<file path="src/sv/lld_pkg.sv">
// Shared types, constants and command codes for the least-loaded dispatcher.
package lld_pkg;

    localparam int MAX_RESOURCES = 16;
    localparam int LOAD_WIDTH    = 32;
    localparam int RT_W          = 32;
    localparam int IDX_W         = (MAX_RESOURCES > 1) ? $clog2(MAX_RESOURCES) : 1;
    localparam int CNT_W         = $clog2(MAX_RESOURCES + 1);
    localparam int SUM_W         = ((LOAD_WIDTH > RT_W) ? LOAD_WIDTH : RT_W) + 1;

    typedef logic [LOAD_WIDTH-1:0] t_load;
    typedef logic [IDX_W-1:0]      t_idx;
    typedef logic [CNT_W-1:0]      t_cnt;

    // cell command codes
    localparam logic [1:0] CMD_NONE   = 2'd0;
    localparam logic [1:0] CMD_CLEAR  = 2'd1;
    localparam logic [1:0] CMD_ADD    = 2'd2;
    localparam logic [1:0] CMD_REBASE = 2'd3;

    // result status codes
    localparam logic [1:0] ST_OK    = 2'd0;
    localparam logic [1:0] ST_EMPTY = 2'd1;
    localparam logic [1:0] ST_FULL  = 2'd2;

    // request kinds
    localparam logic OP_SCHEDULE = 1'b0;
    localparam logic OP_REGISTER = 1'b1;

    // min-search token passed cell to cell
    typedef struct packed {
        logic  go;
        logic  have;
        t_load min;
        t_idx  idx;
    } t_tok;

    // update command broadcast to all cells
    typedef struct packed {
        logic [1:0] op;
        t_idx       sel;
        t_load      val;
    } t_cmd;

endpackage

</file>
<file path="src/sv/lld_cell.sv">
// One load cell: holds a resource load and forwards the min-search token.
module lld_cell
    import lld_pkg::*;
(
    input  logic i_clk,
    input  logic i_rst_n,
    input  t_idx i_idx,
    input  logic i_used,
    input  t_tok i_tok,
    input  t_cmd i_cmd,
    output t_tok o_tok
);

    t_load r_load;
    t_load n_load;
    t_tok  r_tok;
    t_tok  n_tok;
    logic  w_sel;

    assign w_sel = (i_cmd.sel == i_idx);

    // strict less-than keeps the lowest index on ties
    always_comb begin
        n_tok = i_tok;
        if (i_tok.go && i_used && (!i_tok.have || (r_load < i_tok.min))) begin
            n_tok.have = 1'b1;
            n_tok.min  = r_load;
            n_tok.idx  = i_idx;
        end
    end

    always_comb begin
        n_load = r_load;
        case (i_cmd.op)
            CMD_CLEAR:  if (w_sel) n_load = '0;
            CMD_ADD:    if (w_sel) n_load = r_load + i_cmd.val;
            CMD_REBASE: n_load = w_sel ? '0 : (r_load - i_cmd.val);
            default:    n_load = r_load;
        endcase
    end

    // only the token valid bit is reset; payload and load follow it
    always_ff @(posedge i_clk) begin
        r_tok.have <= n_tok.have;
        r_tok.min  <= n_tok.min;
        r_tok.idx  <= n_tok.idx;
        r_load     <= n_load;
        if (!i_rst_n) begin
            r_tok.go <= 1'b0;
        end else begin
            r_tok.go <= n_tok.go;
        end
    end

    assign o_tok = r_tok;

endmodule

</file>
<file path="src/sv/least_loaded_dispatch_top.sv">
// Least-loaded dispatcher: a row of load cells scanned by a travelling min token.
// Register request: a slot clear is issued (unless full), then the result is loaded out.
// Schedule request: S_LAUNCH, S_SCAN, S_DECIDE, S_FIN; the token walks one cell
// per cycle through the chain, then S_DECIDE checks overflow and the cells apply the update.
// One request at a time; next request is accepted once the result is loaded out.
// Reset (i_rst_n low, synchronous) empties the table; load contents are undefined.
module least_loaded_dispatch_top
    import lld_pkg::*;
(
    input  logic        i_clk,
    input  logic        i_rst_n,
    // request side
    input  logic        i_s_axis_tvalid,
    output logic        o_s_axis_tready,
    input  logic [39:0] i_s_axis_tdata,   // [31:0] job_runtime, [32] estimate_valid
    input  logic        i_s_axis_tuser,   // [0] operation
    // result side
    output logic        o_m_axis_tvalid,
    input  logic        i_m_axis_tready,
    output logic [7:0]  o_m_axis_tdata,   // [3:0] resource_index
    output logic [2:0]  o_m_axis_tuser    // [1:0] status, [2] rescaled
);

    // sequencer states
    localparam logic [2:0] S_IDLE   = 3'd0;
    localparam logic [2:0] S_LAUNCH = 3'd1;
    localparam logic [2:0] S_SCAN   = 3'd2;
    localparam logic [2:0] S_DECIDE = 3'd3;
    localparam logic [2:0] S_FIN    = 3'd4;

    localparam logic [SUM_W-1:0] LOAD_MAX = {{(SUM_W-LOAD_WIDTH){1'b0}}, {LOAD_WIDTH{1'b1}}};

    logic [2:0]      r_state;
    logic [2:0]      n_state;
    t_cnt            r_count;
    t_cnt            n_count;
    t_cmd            r_cmd;
    t_cmd            n_cmd;
    logic [RT_W-1:0] r_rt;
    logic            r_est_vld;
    t_idx            r_best;
    t_load           r_min;
    t_idx            r_res_idx;
    t_idx            n_res_idx;
    logic [1:0]      r_res_st;
    logic [1:0]      n_res_st;
    logic            r_res_resc;
    logic            n_res_resc;
    logic            r_out_vld;
    logic [3:0]      r_out_idx;
    logic [1:0]      r_out_st;
    logic            r_out_resc;

    logic            w_acc;
    logic            w_op;
    logic            w_out_free;
    logic [SUM_W-1:0] w_sum;
    logic            w_ovf;
    logic [IDX_W+3:0] w_idx_ext;

    t_tok             w_tok  [MAX_RESOURCES+1];
    logic [MAX_RESOURCES-1:0] w_used;

    assign o_s_axis_tready = (r_state == S_IDLE);
    assign w_acc           = i_s_axis_tvalid && o_s_axis_tready;
    assign w_op            = i_s_axis_tuser;
    assign w_out_free      = !r_out_vld || i_m_axis_tready;

    // token enters cell 0 for one cycle; result pops out of the last cell
    assign w_tok[0].go   = (r_state == S_LAUNCH);
    assign w_tok[0].have = 1'b0;
    assign w_tok[0].min  = '0;
    assign w_tok[0].idx  = '0;

    for (genvar g = 0; g < MAX_RESOURCES; g++) begin : g_cell
        assign w_used[g] = (CNT_W'(g) < r_count);
        lld_cell u_cell (
            .i_clk   (i_clk),
            .i_rst_n (i_rst_n),
            .i_idx   (IDX_W'(g)),
            .i_used  (w_used[g]),
            .i_tok   (w_tok[g]),
            .i_cmd   (r_cmd),
            .o_tok   (w_tok[g+1])
        );
    end

    // overflow check: min + estimate must fit the counter
    assign w_sum = SUM_W'(r_min) + SUM_W'(r_rt);
    assign w_ovf = (w_sum > LOAD_MAX);

    always_comb begin
        n_state    = r_state;
        n_count    = r_count;
        n_cmd      = r_cmd;
        n_cmd.op   = CMD_NONE;   // commands last one cycle
        n_res_idx  = r_res_idx;
        n_res_st   = r_res_st;
        n_res_resc = r_res_resc;
        unique case (r_state)
            S_IDLE: begin
                if (w_acc) begin
                    n_res_resc = 1'b0;
                    if (w_op == OP_REGISTER) begin
                        if (r_count == CNT_W'(MAX_RESOURCES)) begin
                            n_res_idx = '0;
                            n_res_st  = ST_FULL;
                        end else begin
                            n_cmd.op  = CMD_CLEAR;
                            n_cmd.sel = r_count[IDX_W-1:0];
                            n_count   = r_count + 1'b1;
                            n_res_idx = r_count[IDX_W-1:0];
                            n_res_st  = ST_OK;
                        end
                        n_state = S_FIN;
                    end else if (r_count == '0) begin
                        n_res_idx = '0;
                        n_res_st  = ST_EMPTY;
                        n_state   = S_FIN;
                    end else begin
                        n_state = S_LAUNCH;
                    end
                end
            end
            S_LAUNCH: n_state = S_SCAN;
            S_SCAN: begin
                if (w_tok[MAX_RESOURCES].go) n_state = S_DECIDE;
            end
            S_DECIDE: begin
                n_res_idx = r_best;
                n_res_st  = ST_OK;
                if (r_est_vld) begin
                    n_cmd.sel = r_best;
                    if (w_ovf) begin
                        n_cmd.op   = CMD_REBASE;
                        n_cmd.val  = r_min;
                        n_res_resc = 1'b1;
                    end else begin
                        n_cmd.op  = CMD_ADD;
                        n_cmd.val = LOAD_WIDTH'(r_rt);
                    end
                end
                n_state = S_FIN;
            end
            S_FIN: begin
                if (w_out_free) n_state = S_IDLE;
            end
            default: n_state = S_IDLE;
        endcase
    end

    // command payload is not reset; only its opcode is
    always_ff @(posedge i_clk) begin
        r_cmd.sel <= n_cmd.sel;
        r_cmd.val <= n_cmd.val;
        if (!i_rst_n) begin
            r_state   <= S_IDLE;
            r_count   <= '0;
            r_cmd.op  <= CMD_NONE;
            r_out_vld <= 1'b0;
        end else begin
            r_state  <= n_state;
            r_count  <= n_count;
            r_cmd.op <= n_cmd.op;
            if (r_state == S_FIN && w_out_free) begin
                r_out_vld <= 1'b1;
            end else if (i_m_axis_tready) begin
                r_out_vld <= 1'b0;
            end
        end
    end

    assign w_idx_ext = {4'b0000, r_res_idx};

    always_ff @(posedge i_clk) begin
        r_res_idx  <= n_res_idx;
        r_res_st   <= n_res_st;
        r_res_resc <= n_res_resc;
        if (w_acc) begin
            r_rt      <= i_s_axis_tdata[31:0];
            r_est_vld <= i_s_axis_tdata[32];
        end
        if (w_tok[MAX_RESOURCES].go) begin
            r_best <= w_tok[MAX_RESOURCES].idx;
            r_min  <= w_tok[MAX_RESOURCES].min;
        end
        if (r_state == S_FIN && w_out_free) begin
            r_out_idx  <= w_idx_ext[3:0];
            r_out_st   <= r_res_st;
            r_out_resc <= r_res_resc;
        end
    end

    assign o_m_axis_tvalid = r_out_vld;
    assign o_m_axis_tdata  = {4'b0000, r_out_idx};
    assign o_m_axis_tuser  = {r_out_resc, r_out_st};

endmodule

</file>
<file path="config.mk">
export PLATFORM = sky130hd
export DESIGN_NAME = least_loaded_dispatch_top
export DESIGN_NICKNAME = d
export VERILOG_FILES = /design/src/sv/lld_pkg.sv /design/src/sv/lld_cell.sv /design/src/sv/least_loaded_dispatch_top.sv
export SDC_FILE = /design/constraint.sdc
export NUM_CORES = 2
export LEC_CHECK = 0
export BUFFER_PORTS_ARGS = -buffer_cell sky130_fd_sc_hd__buf_2
export CAP_MARGIN = 0
export CORE_ASPECT_RATIO = 2
export CORE_MARGIN = 1.5
export CORE_UTILIZATION = 55
export CTS_CLUSTER_DIAMETER = 200
export CTS_CLUSTER_SIZE = 16
export DETAILED_ROUTE_END_ITERATION = 8
export PLACE_DENSITY_LB_ADDON = 0.08
export SYNTH_ARGS = -nofsm -noshare
export SYNTH_HDL_FRONTEND = slang
export SYNTH_SLANG_ARGS = --single-unit
export TNS_END_PERCENT = 1
</file>
<file path="constraint.sdc">
create_clock -name i_clk -period 6.3 [get_ports i_clk]
set_clock_uncertainty 0.1 [all_clocks]
set_input_delay 0.63 -clock i_clk [delete_from_list [all_inputs] [get_ports i_clk]]
set_output_delay 0.63 -clock i_clk [all_outputs]
set_load 0.01 [all_outputs]
</file>
==> metrics.log <==
INFO  metric hold_violations = 0
INFO  metric route.antenna.remaining_nets = 0
INFO  metric floorplan.initialDensity = 55.4%
INFO  metric powerDensity = 134 nW/um2
INFO  metric syn_avg_cell_area = about 9 um2
INFO  metric cts_resized = 0
INFO  metric worst_slew_pin_slew = 1610 ps
INFO  metric final-max-slew-violation-count = 3
INFO  metric layout.cells.most_common = sky130_fd_sc_hd__ha_1
INFO  metric vdd_drop_max = approximately 0.00029 V
INFO  metric die_area = 189000 um2
INFO  metric groute.usage.overall = 44.1%
INFO  metric final_nets = around 13000
INFO  metric routed_wire_length_on_met2 = just under 200000 um
INFO  metric period_share = 82.3%
INFO  metric holdCritPathClass = in -> reg
INFO  metric wire_length_of_the_first_global_routing_pass = just over 600000 um
INFO  metric synth.distinct_cells = roughly 110
INFO  metric setup_repair_after_global_routing_missed_its_margin = no
INFO  metric power.net_switching = about 3.4 mW
INFO  metric maxUsedRoutingLayer = met5
INFO  metric critical_path_required = between 6000 and 7000 ps
INFO  metric placementRows = between 200 and 250
INFO  metric vias = slightly below 100k
INFO  metric most-common-layout-cells = sky130_fd_sc_hd__ha_1 (1490), sky130_fd_sc_hd__a21oi_1 (1344), sky130_fd_sc_hd__nor2_1 (955)
INFO  metric numPortBuffers = 46
INFO  metric register_area_share_after_synthesis = between 30% and 40%
INFO  metric cts_inserted_buffers = 87
INFO  metric max_cap_violations = 1
INFO  metric yosys_warnings = 0
INFO  metric maximum_count_of_clock_buffers_along_a_single_path = 3
INFO  metric wire_per_inst = around 31 um
INFO  metric synth_enable_flop_cells = between 600 and 700
INFO  metric timing.critical_path.fanout_max = 15
INFO  metric critPathLaunchType = flip-flop
INFO  metric timing.critical_path.cells = inv_2, buf_4, ha_1, nor4_1, nand4b_1, a2111oi_0, buf_4, o32ai_2, o21ai_1, a221o_1, a211o_1, o21ai_1, a221oi_1, a21oi_1
INFO  metric ctsRootBufferMaster = sky130_fd_sc_hd__clkbuf_16
INFO  metric post-cts-setup-buffers = 0
INFO  metric globalplace.congestion = 1.03
INFO  metric pwr-share-clk = approximately 40%
INFO  metric vias_in_the_first_global_route = a little over 90000
INFO  metric postSynth.asyncResetShare = 0%
INFO  metric period_needed = approximately 5200 ps
INFO  metric seqPwrFrac = approximately 58%
INFO  metric grt_max_degree = 83
INFO  metric p_sw_share = between 20% and 30%
INFO  metric detail_route.vias_per_cell = 6.88
INFO  metric clock_latency = around 800 ps
INFO  metric endpoint_kind = flip-flop
INFO  metric tritoncts = built
INFO  metric post-route-drc-count = 0
INFO  metric synth_seq_cells = around 1200
INFO  metric slew_headroom = -8.01%
INFO  metric routed_wirelength = between 400000 and 500000 um
INFO  metric p_leak = between 40 and 50 nW
INFO  metric ios = 58
INFO  metric wl_met1 = between 100000 and 150000 um
INFO  metric critPathBufInv = 3
INFO  metric mappedNetlistArea = around 100000 um2
INFO  metric critPathMaxStageDelay = approximately 700 ps
INFO  metric synthToLayoutAreaGrowth = 6.21%
INFO  metric intPower = approximately 11 mW
INFO  metric detail_route.first_pass.iterations = 7
INFO  metric synthCells = around 12000
INFO  metric final-setup-viol-count = 0
INFO  metric die_width = just over 300 um
INFO  metric detailedPlacementHpwl = 305000 um
INFO  metric crit_path_class = reg -> reg
INFO  metric depth_of_the_cts_h_tree = 3
INFO  metric core_region_area = between 150000 and 200000 um2
INFO  metric violated_checks = max-capacitance violations, max-slew violations
INFO  metric drt_iter0_drc = a little over 10000
INFO  metric dr_wl_met3 = 39300 um
INFO  metric post_route_cells_drive_above_1_share = under 10%
INFO  metric fraction_of_power_consumed_by_combinational_cells = ~1.7%
INFO  metric die_height = slightly above 600 um
INFO  metric postSynth.topFlopCell = sky130_fd_sc_hd__edfxtp_1
INFO  metric critical_path_arrival = approximately 5600 ps
INFO  metric final.setup.tns = 0 ps
INFO  metric power.total = approximately 15 mW
INFO  metric grt_overflow = 0
INFO  metric cp_top_family = compound AO/OA/AOI/OAI gates
INFO  metric clk_pin_slew_worst_paths = roughly 90 ps
INFO  metric max_freq = approximately 190 MHz
INFO  metric status = finished, violations left
INFO  metric slowest_stage = sky130_fd_sc_hd__inv_2
INFO  metric antenna_found_initial = 58
INFO  metric tritoncts_num_sinks = around 1200
metrics by stage:
step	instance area, um2	setup WS, ps	hold slack (ps)	util [%]	instances
finish	109000	1110	116	58.9	14000
global route	109000	913	86.2	58.8	13900
CTS	109000	1250	91.1	58.8	13900
detailed placement	106000	1300	289	57.2	13700
global placement	106000	1370	286	57.2	13700
floorplan	102000	605	286	-	11500
worst reg2reg max path, cell delays in order, from the launching register on:
cell,delay (ps)
sky130_fd_sc_hd__edfxtp_1,420
sky130_fd_sc_hd__inv_2,700
sky130_fd_sc_hd__buf_4,440
sky130_fd_sc_hd__ha_1,450
sky130_fd_sc_hd__nor4_1,560
sky130_fd_sc_hd__nand4b_1,210
sky130_fd_sc_hd__a2111oi_0,500
sky130_fd_sc_hd__buf_4,240
sky130_fd_sc_hd__o32ai_2,150
sky130_fd_sc_hd__o21ai_1,250
sky130_fd_sc_hd__a221o_1,240
sky130_fd_sc_hd__a211o_1,160
sky130_fd_sc_hd__o21ai_1,110
sky130_fd_sc_hd__a221oi_1,310
sky130_fd_sc_hd__a21oi_1,70
Yosys cell counts (143+ instances only):
library cell / instances / area [um2]
sky130_fd_sc_hd__a211oi_1: 143 / 1070
sky130_fd_sc_hd__a21o_1: 369 / 2770
sky130_fd_sc_hd__a21oi_1: 1355 / 6780
sky130_fd_sc_hd__a221oi_1: 268 / 2350
sky130_fd_sc_hd__clkbuf_1: 414 / 1550
sky130_fd_sc_hd__dfxtp_1: 603 / 12100
sky130_fd_sc_hd__edfxtp_1: 631 / 18900
sky130_fd_sc_hd__ha_1: 1490 / 18600
sky130_fd_sc_hd__inv_1: 974 / 3660
sky130_fd_sc_hd__mux2_2: 511 / 5750
sky130_fd_sc_hd__nand2_1: 377 / 1420
sky130_fd_sc_hd__nand2b_1: 212 / 1330
sky130_fd_sc_hd__nor2_1: 976 / 3660
sky130_fd_sc_hd__nor2b_1: 172 / 1080
sky130_fd_sc_hd__nor3_1: 242 / 1210
sky130_fd_sc_hd__o21ai_0: 459 / 2300
sky130_fd_sc_hd__o21bai_1: 222 / 1670
sky130_fd_sc_hd__o22a_1: 212 / 1860
state kept, by name (all words and copies together) (netlist names):
signal / count
g_cell.u_cell.o_tok: 592
r_min: 32
r_out_resc: 1
r_res_idx: 4
o_m_axis_tvalid: 1
r_res_st: 2
r_est_vld: 1
r_rt: 32
r_cmd: 38
r_out_st: 2
r_count: 5
r_out_idx: 4
r_state: 3
r_res_resc: 1
g_cell.u_cell.r_load: 512
r_best: 4
cells by family (layout without fill, tap and decap cells):
kind of cell / after synthesis / after routing / share of synthesized area [%]
buf+inv: 1502 / 1411 / 5.61
simple gates: 2618 / 2618 / 12.4
other cells: 1 / 63 / 0.00366
compound gates: 4013 / 4013 / 26.3
flops: 1234 / 1234 / 30.3
mux: 529 / 529 / 5.80
xor+xnor: 84 / 84 / 0.719
fa+ha+maj: 1528 / 1528 / 18.9
path summary, 6_finish.rpt:
kind | start | to | slack (ps) | cells after the start
hold / removal | i_m_axis_tready | o_m_axis_tvalid | 120 | 3
setup reg to reg | r_cmd[15] | g_cell[6].u_cell.r_load[28] | 1110 | 14
hold reg to reg | g_cell[15].u_cell.o_tok[17] | r_min[13] | 290 | 0
setup / recovery | r_cmd[15] | g_cell[6].u_cell.r_load[28] | 1110 | 14
cell type report:
cell class / instances / area (um2)
fill: 16600 / 76000
multi-input combinational: 8776 / 66000
sequential: 1234 / 31000
inverter: 978 / 3670
tap: 2475 / 3100
clock buffer: 154 / 2450
timing repair buffer: 272 / 2240
antenna: 59 / 148
clock inverter: 7 / 103
per-layer routing:
metal  global-route usage [%]  vias to the layer above
met4                     47.5                       16
li1                         -                    42400
met5                        0                        -
met1                     46.1                    46000
met2                     69.6                     5673
met3                     10.5                     1977
timing repair:
action / in CTS / in global routing
setup endpoints to repair: 0 / 0
hold buffers: 32 / 0
endpoints found under the hold margin: 32 / 0
power by group through the flow:
stage               clock network [mW]  registers (mW)  logic [mW]
CTS                               5.95            8.45       0.243
global placement                     0            8.64       0.220
global route                      6.17            8.46       0.265
floorplan                            0            8.60       0.133
finish                            5.90            8.46       0.250
detailed placement                   0            8.64       0.225
Note: power is estimated with default switching activity, not from simulation.
